<file path="config.mk">
export PLATFORM = sky130hd
export DESIGN_NAME = luma_contrast_stretch_unit_flat
export DESIGN_NICKNAME = d
export VERILOG_FILES = /design/src/rtl/lcs_pkg.sv /design/src/rtl/lcs_channels.sv /design/src/rtl/luma_contrast_stretch_unit.sv /design/src/flat_wrapper.sv
export SDC_FILE = /design/constraint.sdc
export NUM_CORES = 1
export LEC_CHECK = 0
export BUFFER_PORTS_ARGS = -buffer_cell sky130_fd_sc_hd__buf_4
export CORE_UTILIZATION = 55
export DETAILED_ROUTE_END_ITERATION = 16
export HOLD_SLACK_MARGIN = 0.08
export PLACE_DENSITY = 0.75
export SYNTH_ARGS = -nofsm -noshare
export SYNTH_HDL_FRONTEND = slang
export SYNTH_SLANG_ARGS = --single-unit
</file>
<file path="constraint.sdc">
create_clock -name clock -period 7.5 [get_ports clock]
set_clock_uncertainty 0.05 [all_clocks]
set_input_delay 1.125 -clock clock [delete_from_list [all_inputs] [get_ports clock]]
set_output_delay 1.125 -clock clock [all_outputs]
set_load 0.01 [all_outputs]
</file>
<file path="src/rtl/lcs_pkg.sv">
// lcs_pkg: shared widths, constants and codes of the luma contrast stretch block
// used by the channel interfaces and by luma_contrast_stretch_unit
`timescale 1ns / 1ps

package lcs_pkg;

   localparam int PIXEL_W    = 24;
   localparam int CHAN_W     = 8;
   localparam int PCT_W      = 10;
   localparam int LUMA_W     = 8;
   localparam int SUM_W      = 15;  // r*11 + g*80 + b*9 <= 25500
   localparam int NUM_W      = 18;  // (upper - lower) * luma <= 260865
   localparam int PCT_EXT_W  = 20;  // signed percentage before clamping
   localparam int PCT_SAT_W  = 15;
   localparam int PROD_W     = 23;  // channel * clamped percentage
   localparam int RECIP_W    = 13;
   localparam int RECIP_SH   = 19;
   localparam int MULT_W     = 28;
   localparam int CSR_ADDR_W = 3;
   localparam int CSR_DATA_W = 32;
   localparam int DIV_STEPS  = 9;   // two quotient bits per step
   localparam int DIV_CNT_W  = 4;

   localparam logic [SUM_W-1:0]     R_WEIGHT       = 15'd11;
   localparam logic [SUM_W-1:0]     G_WEIGHT       = 15'd80;
   localparam logic [SUM_W-1:0]     B_WEIGHT       = 15'd9;
   // x / 100 == (x * 5243) >> 19 for every x below 43699
   localparam logic [RECIP_W-1:0]   DIV100_RECIP   = 13'd5243;
   localparam logic [LUMA_W-1:0]    MIN_LUMA_RESET = 8'd100;
   localparam logic [LUMA_W-1:0]    MAX_LUMA_RESET = 8'd0;
   localparam logic [PCT_W-1:0]     LOWER_RESET    = 10'd0;
   localparam logic [PCT_W-1:0]     UPPER_RESET    = 10'd100;
   // any percentage at or above 25600 saturates every nonzero channel
   localparam logic [PCT_SAT_W-1:0] PCT_SAT        = 15'd25600;
   localparam logic [PROD_W-1:0]    PROD_SAT       = 23'd25600;
   localparam logic [CHAN_W-1:0]    CHAN_MAX       = 8'd255;
   localparam logic [DIV_CNT_W-1:0] DIV_LAST       = 4'(DIV_STEPS - 1);

   typedef enum logic {
      CMD_MEASURE = 1'b0,
      CMD_REMAP   = 1'b1
   } cmd_type;

   typedef enum logic {
      REG_LOWER = 1'b0,
      REG_UPPER = 1'b1
   } csr_index_type;

   typedef enum logic [1:0] {
      CH_RED   = 2'd0,
      CH_GREEN = 2'd1,
      CH_BLUE  = 2'd2
   } chan_sel_type;

endpackage

</file>
<file path="src/rtl/lcs_channels.sv">
// lcs_req_if / lcs_rsp_if: valid-ready channels of the luma contrast stretch block
// depends on lcs_pkg for the payload widths
`timescale 1ns / 1ps

interface lcs_req_if;
   import lcs_pkg::*;

   logic               valid;
   logic               ready;
   logic               cmd;
   logic               first_pixel;
   logic [PIXEL_W-1:0] pixel_rgb;

   modport source (output valid, output cmd, output first_pixel, output pixel_rgb,
                   input ready);
   modport sink (input valid, input cmd, input first_pixel, input pixel_rgb,
                 output ready);
endinterface

interface lcs_rsp_if;
   import lcs_pkg::*;

   logic               valid;
   logic               ready;
   logic [PIXEL_W-1:0] out_rgb;

   modport source (output valid, output out_rgb, input ready);
   modport sink (input valid, input out_rgb, output ready);
endinterface

</file>
<file path="src/rtl/luma_contrast_stretch_unit.sv">
// luma_contrast_stretch_unit: two-pass luminance contrast stretch on packed rgb pixels
// depends on lcs_pkg and the channel interfaces in lcs_channels.sv
`timescale 1ns / 1ps

// usage:
//  req_chan carries cmd, first_pixel and pixel_rgb. a measure transfer (cmd 0) folds
//  the pixel's luminance into the stored minimum and maximum, first_pixel restarting
//  them at 100 and 0; it gives no response. a remap transfer (cmd 1) gives exactly
//  one response on rsp_chan with the rescaled pixel in out_rgb.
//  lower_percent (addr 0) and upper_percent (addr 4) are written over the apb port
//  by the user only while the block is idle; the block itself does not enforce this.
//  pready is tied high and reads return the register. one item is in work at a time;
//  ready is high only in the idle state. measure: ready again after the sum,
//  luminance and min/max update states; a new measure is taken only in idle.
//  remap: the response follows the radix-4 restoring divider (9 steps for the
//  18-bit stretch numerator) and three passes of the one channel multiplier (a
//  product and a scale state per channel); the divider is skipped when max equals
//  min. a new remap is taken only once the last one has gone to the output register.
//  the response sits in an output register; the next item is taken while it waits,
//  and a later remap holds in its last state until that register is free.
//  reset (synchronous) clears the registers to lower 0, upper 100, min 100, max 0
//  and empties the output register.
module luma_contrast_stretch_unit (
   input  logic                             clock,
   input  logic                             reset,
   lcs_req_if.sink                          req_chan,
   lcs_rsp_if.source                        rsp_chan,
   input  logic                             psel,
   input  logic                             penable,
   input  logic                             pwrite,
   input  logic [lcs_pkg::CSR_ADDR_W-1:0]   paddr,
   input  logic [lcs_pkg::CSR_DATA_W-1:0]   pwdata,
   output logic [lcs_pkg::CSR_DATA_W-1:0]   prdata,
   output logic                             pready
);
   import lcs_pkg::*;

   typedef enum logic [9:0] {
      ST_IDLE    = 10'b00_0000_0001,
      ST_SUM     = 10'b00_0000_0010,
      ST_LUMA    = 10'b00_0000_0100,
      ST_UPDATE  = 10'b00_0000_1000,
      ST_SETUP   = 10'b00_0001_0000,
      ST_DIVIDE  = 10'b00_0010_0000,
      ST_PERCENT = 10'b00_0100_0000,
      ST_PRODUCT = 10'b00_1000_0000,
      ST_SCALE   = 10'b01_0000_0000,
      ST_EMIT    = 10'b10_0000_0000
   } state_type;

   state_type          state_ff, state_in;
   logic [PCT_W-1:0]   lower_ff, lower_in;
   logic [PCT_W-1:0]   upper_ff, upper_in;
   logic [LUMA_W-1:0]  min_ff, min_in;
   logic [LUMA_W-1:0]  max_ff, max_in;
   logic               cmd_ff, cmd_in;
   logic               first_ff, first_in;
   logic [PIXEL_W-1:0] pixel_ff, pixel_in;
   logic [SUM_W-1:0]   sum_ff, sum_in;
   logic [LUMA_W-1:0]  luma_ff, luma_in;
   logic [PCT_W-1:0]   lo_ff, lo_in;
   logic [LUMA_W-1:0]  den_ff, den_in;
   logic               neg_ff, neg_in;
   logic               equal_ff, equal_in;
   logic [NUM_W-1:0]   quot_ff, quot_in;
   logic [LUMA_W-1:0]  rem_ff, rem_in;
   logic [DIV_CNT_W-1:0] cnt_ff, cnt_in;
   logic [PCT_SAT_W-1:0] pct_ff, pct_in;
   chan_sel_type       chan_ff, chan_in;
   logic [PROD_W-1:0]  prod_ff, prod_in;
   logic [PIXEL_W-1:0] res_ff, res_in;
   logic               rsp_valid_ff, rsp_valid_in;
   logic [PIXEL_W-1:0] out_rgb_ff, out_rgb_in;

   logic               req_xfer;
   logic               csr_write;
   logic [MULT_W-1:0]  luma_mult;
   logic [MULT_W-1:0]  scale_mult;
   logic [PCT_W-1:0]   lo_sel;
   logic [PCT_W-1:0]   diff;
   logic [LUMA_W-1:0]  min_base;
   logic [LUMA_W-1:0]  max_base;
   logic [NUM_W-1:0]   div_q;
   logic [LUMA_W-1:0]  div_r;
   logic [LUMA_W:0]    div_t;
   logic [PCT_EXT_W-1:0] pct_raw;
   logic [CHAN_W-1:0]  chan_val;
   logic [CHAN_W-1:0]  chan_out;

   assign req_xfer     = req_chan.valid && req_chan.ready;
   assign req_chan.ready = (state_ff == ST_IDLE);
   assign csr_write    = psel && penable && pwrite && pready;
   assign pready       = 1'b1;
   assign prdata       = (paddr[CSR_ADDR_W-1] == REG_UPPER) ?
                         CSR_DATA_W'(upper_ff) : CSR_DATA_W'(lower_ff);
   assign rsp_chan.valid   = rsp_valid_ff;
   assign rsp_chan.out_rgb = out_rgb_ff;

   // constant reciprocal multiplies for the two divisions by 100
   assign luma_mult  = MULT_W'(sum_ff) * MULT_W'(DIV100_RECIP);
   assign scale_mult = MULT_W'(prod_ff[PCT_SAT_W-1:0]) * MULT_W'(DIV100_RECIP);

   always_comb begin
      unique case (chan_ff)
         CH_RED:   chan_val = pixel_ff[23:16];
         CH_GREEN: chan_val = pixel_ff[15:8];
         CH_BLUE:  chan_val = pixel_ff[7:0];
         default:  chan_val = pixel_ff[7:0];
      endcase
   end

   // two restoring division steps per cycle
   always_comb begin
      div_q = quot_ff;
      div_r = rem_ff;
      div_t = '0;
      for (int i = 0; i < 2; i++) begin
         div_t = {div_r, div_q[NUM_W-1]};
         div_q = {div_q[NUM_W-2:0], 1'b0};
         if (div_t >= {1'b0, den_ff}) begin
            div_t    = div_t - {1'b0, den_ff};
            div_q[0] = 1'b1;
         end
         div_r = div_t[LUMA_W-1:0];
      end
   end

   always_comb begin
      state_in     = state_ff;
      lower_in     = lower_ff;
      upper_in     = upper_ff;
      min_in       = min_ff;
      max_in       = max_ff;
      cmd_in       = cmd_ff;
      first_in     = first_ff;
      pixel_in     = pixel_ff;
      sum_in       = sum_ff;
      luma_in      = luma_ff;
      lo_in        = lo_ff;
      den_in       = den_ff;
      neg_in       = neg_ff;
      equal_in     = equal_ff;
      quot_in      = quot_ff;
      rem_in       = rem_ff;
      cnt_in       = cnt_ff;
      pct_in       = pct_ff;
      chan_in      = chan_ff;
      prod_in      = prod_ff;
      res_in       = res_ff;
      out_rgb_in   = out_rgb_ff;
      rsp_valid_in = rsp_valid_ff && !rsp_chan.ready;

      lo_sel   = (lower_ff > upper_ff) ? upper_ff : lower_ff;
      diff     = upper_ff - lo_sel;
      min_base = first_ff ? MIN_LUMA_RESET : min_ff;
      max_base = first_ff ? MAX_LUMA_RESET : max_ff;
      pct_raw  = '0;
      chan_out = '0;

      if (csr_write) begin
         if (paddr[CSR_ADDR_W-1] == REG_UPPER) begin
            upper_in = pwdata[PCT_W-1:0];
         end else begin
            lower_in = pwdata[PCT_W-1:0];
         end
      end

      unique case (state_ff)
         ST_IDLE: begin
            if (req_xfer) begin
               cmd_in   = req_chan.cmd;
               first_in = req_chan.first_pixel;
               pixel_in = req_chan.pixel_rgb;
               state_in = ST_SUM;
            end
         end
         ST_SUM: begin
            sum_in   = SUM_W'(pixel_ff[23:16]) * R_WEIGHT
                     + SUM_W'(pixel_ff[15:8]) * G_WEIGHT
                     + SUM_W'(pixel_ff[7:0]) * B_WEIGHT;
            state_in = ST_LUMA;
         end
         ST_LUMA: begin
            luma_in  = luma_mult[RECIP_SH +: LUMA_W];
            state_in = (cmd_ff == CMD_REMAP) ? ST_SETUP : ST_UPDATE;
         end
         ST_UPDATE: begin
            min_in   = (luma_ff < min_base) ? luma_ff : min_base;
            max_in   = (luma_ff > max_base) ? luma_ff : max_base;
            state_in = ST_IDLE;
         end
         ST_SETUP: begin
            lo_in    = lo_sel;
            quot_in  = NUM_W'(diff) * NUM_W'(luma_ff);
            rem_in   = '0;
            cnt_in   = '0;
            neg_in   = (max_ff < min_ff);
            equal_in = (max_ff == min_ff);
            den_in   = (max_ff < min_ff) ? (min_ff - max_ff) : (max_ff - min_ff);
            state_in = (max_ff == min_ff) ? ST_PERCENT : ST_DIVIDE;
         end
         ST_DIVIDE: begin
            quot_in = div_q;
            rem_in  = div_r;
            cnt_in  = cnt_ff + 1'b1;
            if (cnt_ff == DIV_LAST) begin
               state_in = ST_PERCENT;
            end
         end
         ST_PERCENT: begin
            // quotient truncates toward zero, so a negative range subtracts it
            if (equal_ff) begin
               pct_raw = PCT_EXT_W'(luma_ff);
            end else if (neg_ff) begin
               pct_raw = PCT_EXT_W'(lo_ff) - PCT_EXT_W'(quot_ff);
            end else begin
               pct_raw = PCT_EXT_W'(lo_ff) + PCT_EXT_W'(quot_ff);
            end
            if (pct_raw[PCT_EXT_W-1]) begin
               pct_in = '0;
            end else if (pct_raw > PCT_EXT_W'(PCT_SAT)) begin
               pct_in = PCT_SAT;
            end else begin
               pct_in = pct_raw[PCT_SAT_W-1:0];
            end
            chan_in  = CH_RED;
            state_in = ST_PRODUCT;
         end
         ST_PRODUCT: begin
            prod_in  = PROD_W'(chan_val) * PROD_W'(pct_ff);
            state_in = ST_SCALE;
         end
         ST_SCALE: begin
            chan_out = (prod_ff >= PROD_SAT) ? CHAN_MAX : scale_mult[RECIP_SH +: CHAN_W];
            res_in   = {res_ff[PIXEL_W-CHAN_W-1:0], chan_out};
            if (chan_ff == CH_BLUE) begin
               state_in = ST_EMIT;
            end else begin
               chan_in  = (chan_ff == CH_RED) ? CH_GREEN : CH_BLUE;
               state_in = ST_PRODUCT;
            end
         end
         ST_EMIT: begin
            if (!rsp_valid_ff || rsp_chan.ready) begin
               rsp_valid_in = 1'b1;
               out_rgb_in   = res_ff;
               state_in     = ST_IDLE;
            end
         end
         default: begin
            state_in = ST_IDLE;
         end
      endcase
   end

   always_ff @(posedge clock) begin
      if (reset) begin
         state_ff     <= ST_IDLE;
         lower_ff     <= LOWER_RESET;
         upper_ff     <= UPPER_RESET;
         min_ff       <= MIN_LUMA_RESET;
         max_ff       <= MAX_LUMA_RESET;
         cnt_ff       <= '0;
         chan_ff      <= CH_RED;
         rsp_valid_ff <= 1'b0;
      end else begin
         state_ff     <= state_in;
         lower_ff     <= lower_in;
         upper_ff     <= upper_in;
         min_ff       <= min_in;
         max_ff       <= max_in;
         cnt_ff       <= cnt_in;
         chan_ff      <= chan_in;
         rsp_valid_ff <= rsp_valid_in;
      end
   end

   always_ff @(posedge clock) begin
      cmd_ff     <= cmd_in;
      first_ff   <= first_in;
      pixel_ff   <= pixel_in;
      sum_ff     <= sum_in;
      luma_ff    <= luma_in;
      lo_ff      <= lo_in;
      den_ff     <= den_in;
      neg_ff     <= neg_in;
      equal_ff   <= equal_in;
      quot_ff    <= quot_in;
      rem_ff     <= rem_in;
      pct_ff     <= pct_in;
      prod_ff    <= prod_in;
      res_ff     <= res_in;
      out_rgb_ff <= out_rgb_in;
   end

`ifndef SYNTH
   a_div_rem_below_divisor: assert property (@(posedge clock) disable iff (reset)
      (state_ff == ST_DIVIDE) |-> (rem_ff < den_ff))
      else $error("divider remainder not below divisor");

   a_pct_clamped: assert property (@(posedge clock) disable iff (reset)
      (state_ff == ST_PRODUCT) |-> (pct_ff <= PCT_SAT))
      else $error("scale percentage above saturation bound");

   a_rsp_from_emit: assert property (@(posedge clock) disable iff (reset)
      $rose(rsp_valid_ff) |-> $past(state_ff == ST_EMIT))
      else $error("response raised outside the emit state");

   a_div_count_bound: assert property (@(posedge clock) disable iff (reset)
      (state_ff == ST_DIVIDE) |-> (cnt_ff <= DIV_LAST))
      else $error("divider step count overran");
`endif

endmodule

</file>
<file path="src/flat_wrapper.sv">
// flat-port wrapper written by rule: the top's interface ports become plain ports
module luma_contrast_stretch_unit_flat import lcs_pkg::*;
  (clock, reset, psel, penable, pwrite, paddr, pwdata, prdata, pready, req_chan_valid, req_chan_cmd, req_chan_first_pixel, req_chan_pixel_rgb, req_chan_ready, rsp_chan_valid, rsp_chan_out_rgb, rsp_chan_ready);
  lcs_req_if req_chan_i ();
  lcs_rsp_if rsp_chan_i ();
  input  logic clock;
  input  logic reset;
  input  logic psel;
  input  logic penable;
  input  logic pwrite;
  input  logic [lcs_pkg::CSR_ADDR_W-1:0] paddr;
  input  logic [lcs_pkg::CSR_DATA_W-1:0] pwdata;
  output logic [lcs_pkg::CSR_DATA_W-1:0] prdata;
  output logic pready;
  input wire logic [$bits(req_chan_i.valid)-1:0] req_chan_valid;
  input wire logic [$bits(req_chan_i.cmd)-1:0] req_chan_cmd;
  input wire logic [$bits(req_chan_i.first_pixel)-1:0] req_chan_first_pixel;
  input wire logic [$bits(req_chan_i.pixel_rgb)-1:0] req_chan_pixel_rgb;
  output wire logic [$bits(req_chan_i.ready)-1:0] req_chan_ready;
  output wire logic [$bits(rsp_chan_i.valid)-1:0] rsp_chan_valid;
  output wire logic [$bits(rsp_chan_i.out_rgb)-1:0] rsp_chan_out_rgb;
  input wire logic [$bits(rsp_chan_i.ready)-1:0] rsp_chan_ready;
  assign req_chan_i.valid = req_chan_valid;
  assign req_chan_i.cmd = req_chan_cmd;
  assign req_chan_i.first_pixel = req_chan_first_pixel;
  assign req_chan_i.pixel_rgb = req_chan_pixel_rgb;
  assign req_chan_ready = req_chan_i.ready;
  assign rsp_chan_valid = rsp_chan_i.valid;
  assign rsp_chan_out_rgb = rsp_chan_i.out_rgb;
  assign rsp_chan_i.ready = rsp_chan_ready;
  luma_contrast_stretch_unit u_core (.clock(clock), .reset(reset), .req_chan(req_chan_i), .rsp_chan(rsp_chan_i), .psel(psel), .penable(penable), .pwrite(pwrite), .paddr(paddr), .pwdata(pwdata), .prdata(prdata), .pready(pready));
endmodule
</file>
==> summary by stage <==
Route
In the routed design, unresolved DRC markers number 0. The via density per instance is 5.45. Wires add up to between 60 and 70 mm. The routed via count is 19500. The routed length per instance is 17.2 um. The detailed router's first-iteration violation count is 1136.

Before antenna repair, the detailed router went through 7 iterations. The remaining antenna violation count is 0.

CTS
The hold buffer count at CTS is 0. The clock edge transition at the registers on the reported setup and hold paths is ~0.070 ns. The clock sink count is 234.

The number of CTS-inserted buffers is 27. The cell chosen for the clock root is sky130_fd_sc_hd__clkbuf_16. The latest clock arrival within the worst-skew pair is 0.58 ns. TritonCTS built the clock tree.

The total number of H-tree levels is 1. The maximum count of clock buffers along a single path is 3.

Placement
In this run, placement finished with an instance count of 3507. The placed wire-length estimate after detailed placement is around 50 mm. The area after detailed placement is 29100 sq um. The routability-driven placement congestion ratio is just under 0.9.

Buffers placed on the I/O ports in this run total 79.

Cells and area
The finished layout holds 3578 standard cells, fillers aside. The net count reported at finish is ~3700. The fraction of layout instances using a drive strength above 1 is 10.9%. The most common library cell in the layout ignoring fill and taps is sky130_fd_sc_hd__inv_1. The growth of design area from synthesis to finish is 10.8%. The post-layout instance area is 30500 sq um. In the layout the commonest cells are 526 x sky130_fd_sc_hd__inv_1, 414 x sky130_fd_sc_hd__ha_1, 294 x sky130_fd_sc_hd__fa_1.

Job
Max-cap violations in this run came to 0.

Timing
The share of the clock period used by the worst path is 97.6%. The achievable clock frequency is 0.137 GHz. The worst slew margin relative to its limit is 18.8%.

The number of pins with negative max-slew slack in the final report is 0. The accumulated negative setup slack is 0 ns. The total count of hold-check failures in the final report came to 0. The post-route minimum period is 7.32 ns. Setup repair after global routing could not meet its margin everywhere. The slew at the pin with the worst max-slew slack is 1.21 ns. The final number of setup-violating endpoints is 0.

Synth
The mapped netlist covers 27500 sq um. The dominant combinational cell family by area after synthesis is adder cells. The mean area per synthesized cell is 9.94 sq um.

The synthesized netlist devotes 12.1% of its cell area to simple gates. The post-synthesis cell type count is 86. In the synthesized netlist, mux cells make up 1.87% of the area. Yosys attributes the largest share of cell area to sky130_fd_sc_hd__fa_1 21%, sky130_fd_sc_hd__edfxtp_1 20%, sky130_fd_sc_hd__ha_1 19%. In this run, synthesis inferred approximately 180 flip-flops with an integrated enable. Synthesis produced a netlist whose cell count is 2766. Synthesis inferred 234 register bits. The top cell type by total area after synthesis is sky130_fd_sc_hd__fa_1.

Summing the areas of all compound-gate instances in the mapped netlist gives under 10% of the synthesized area. The post-synthesis sequential area ratio is between 20% and 30%. Yosys printed 0 warnings. The flip-flop cell with the highest count after synthesis is sky130_fd_sc_hd__edfxtp_1. The share of synthesized cell area in full adder, half adder and majority cells is 40.9%.

The fraction of synthesized cell area taken by the top area cell type is a little over a fifth. The async set-reset flop share out of synthesis is 0%. After Yosys synthesis, XOR and XNOR cells account for approximately 3.2% of the synthesized area.

Critical path
The data arrival time of the critical path is about 7.6 ns. The peak per-stage delay on the critical path is 0.55 ns. The worst endpoint required time is 7.76 ns. The type of the worst setup path is flop to flop.

STA classifies the critical path endpoint as a flop. In this run the worst path has a maximum fanout of 5. The slowest stage of the critical path belongs to the cell sky130_fd_sc_hd__fa_1. Counting stages on the worst path, the most repeated cell is sky130_fd_sc_hd__fa_1. The worst setup path is launched from a flop.

Pwr
The leakage power total is 14.4 nW. In this run the power density over the cells is 288 nW/um^2. VDD sags by at most 0.349 mV.

The design draws 8.78 mW.

Floorplan
The horizontal extent of the die is about 230 um. In this run the count of I/O pins placed on the die edge is 127. The initial utilization of the core area, before any placement, comes to 55.9%. The number of placement rows is 81. The die area is 50900 sq um. The floorplan step set the die height to 226 um.

The area inside the core boundary is 49200 sq um.

Global route
The total routing usage reported by global routing is 25.2%. The number of antenna violations at the first check in global routing came to 2. Summed over all layers, the global routing overflow is 0.

The first global-routing pass estimated 103 mm of wire. Entering global routing, the biggest net connects 50 pins. The via count of the first global-routing pass is 21100.

Status
The run finished with clean final reports.

Hold path
The worst hold path belongs to the class flop to flop.
## layout make-up
cell class                      count  area, sq um
Antenna cell                        1         2.50
Inverter                          534         2010
Timing Repair Buffer              157         1180
Multi-Input combinational cell   1938        18900
Tap cell                          664          831
Clock buffer                       32          737
Sequential cell                   234         6510
Clock inverter                     18          260
Fill cell                        3869        18700
## power breakdown
group / leakage, nW / switching, mW / internal [mW]
registers: 2.00 / 0.0699 / 1.65
clock network: 0.488 / 0.589 / 0.889
logic: 11.9 / 3.02 / 2.57
total: 14.4 / 3.68 / 5.11
## worst paths after layout
| path | start | end | slack (ns) | cells past startpoint |
|---|---|---|---|---|
| hold / removal | u_core.res_ff[18] | u_core.rsp_chan.out_rgb[18] | 0.37 | 0 |
| hold reg to reg | u_core.res_ff[18] | u_core.rsp_chan.out_rgb[18] | 0.37 | 0 |
| setup reg to reg | u_core.upper_ff[5] | u_core.quot_ff[16] | 0.18 | 34 |
| setup / recovery | u_core.upper_ff[5] | u_core.quot_ff[16] | 0.18 | 34 |
## what timing repair did
| item | CTS | global route |
|---|---|---|
| setup endpoints to repair | 6 | 9 |
| pin swaps | 8 | 47 |
| setup buffers | 5 | 15 |
| resized for setup | 7 | 42 |
## cells in the mapped netlist (17+ instances only)
cell                       count
sky130_fd_sc_hd__mux2i_1      30
sky130_fd_sc_hd__nand2b_1     49
sky130_fd_sc_hd__xnor2_1      70
sky130_fd_sc_hd__mux2_2       19
sky130_fd_sc_hd__fa_1        295
sky130_fd_sc_hd__o21a_1       29
sky130_fd_sc_hd__and2_1       60
sky130_fd_sc_hd__nand3_1      26
sky130_fd_sc_hd__a21o_1       29
sky130_fd_sc_hd__dfxtp_1      53
sky130_fd_sc_hd__a211oi_1     17
sky130_fd_sc_hd__edfxtp_1    181
sky130_fd_sc_hd__nor2_1      131
sky130_fd_sc_hd__a21oi_1     124
sky130_fd_sc_hd__nor3_1       34
sky130_fd_sc_hd__buf_4        25
sky130_fd_sc_hd__nand4_1      18
sky130_fd_sc_hd__o21ai_0      68
sky130_fd_sc_hd__clkbuf_1     40
sky130_fd_sc_hd__nand2_1     195
sky130_fd_sc_hd__ha_1        424
sky130_fd_sc_hd__nor2b_1      83
sky130_fd_sc_hd__inv_1       533
sky130_fd_sc_hd__xor2_1       31
## kinds of logic (layout without fill, tap and decap cells)
group / Yosys count / count (layout)
compound gates: 386 / 386
xor+xnor: 101 / 101
fa+ha+maj: 721 / 721
buf+inv: 615 / 741
flops: 234 / 234
mux: 49 / 49
other cells: 2 / 24
simple gates: 658 / 658
## per-stage QoR
stage                     worst slack (ns)  util, %  hold WS (ns)
after floorplan                  -0.000457        -         0.350
after global placement             -0.0225     59.2         0.352
after global routing                -0.176     62.0         0.378
final                                0.180     62.0         0.369
after detailed placement            -0.157     59.2         0.358
after CTS                          0.00704     61.4         0.372
## routing by layer
layer  vias to the layer above  GRT usage, %  share of wire (%)  wire [um]
li1                       9322             -                  -          -
met1                      9603          30.8                 42      25600
met5                         -             0                  0          0
met2                       458          45.7                 51      31400
met4                         0          9.04                3.4       2120
met3                       131          2.87                4.1       2540
## worst max-delay path: cells and delay by family (launching register included)
kind / cells / cell delay [ns]
buf+inv: 4 / 0.32
flops: 1 / 0.34
simple gates: 6 / 0.67
compound gates: 14 / 2.29
xor+xnor: 2 / 0.29
fa+ha+maj: 8 / 3.12
## sequential cells by signal, summed over array words and instances (netlist names), 10 cells and up
register                 count
u_core.lo_ff                10
u_core.sum_ff               15
u_core.pct_ff               15
u_core.pixel_ff             24
u_core.rsp_chan.out_rgb     24
u_core.quot_ff              18
u_core.res_ff               24
u_core.state_ff             10
u_core.lower_ff             10
u_core.prod_ff              23
u_core.upper_ff             10
(Power assumes the default switching activity.)
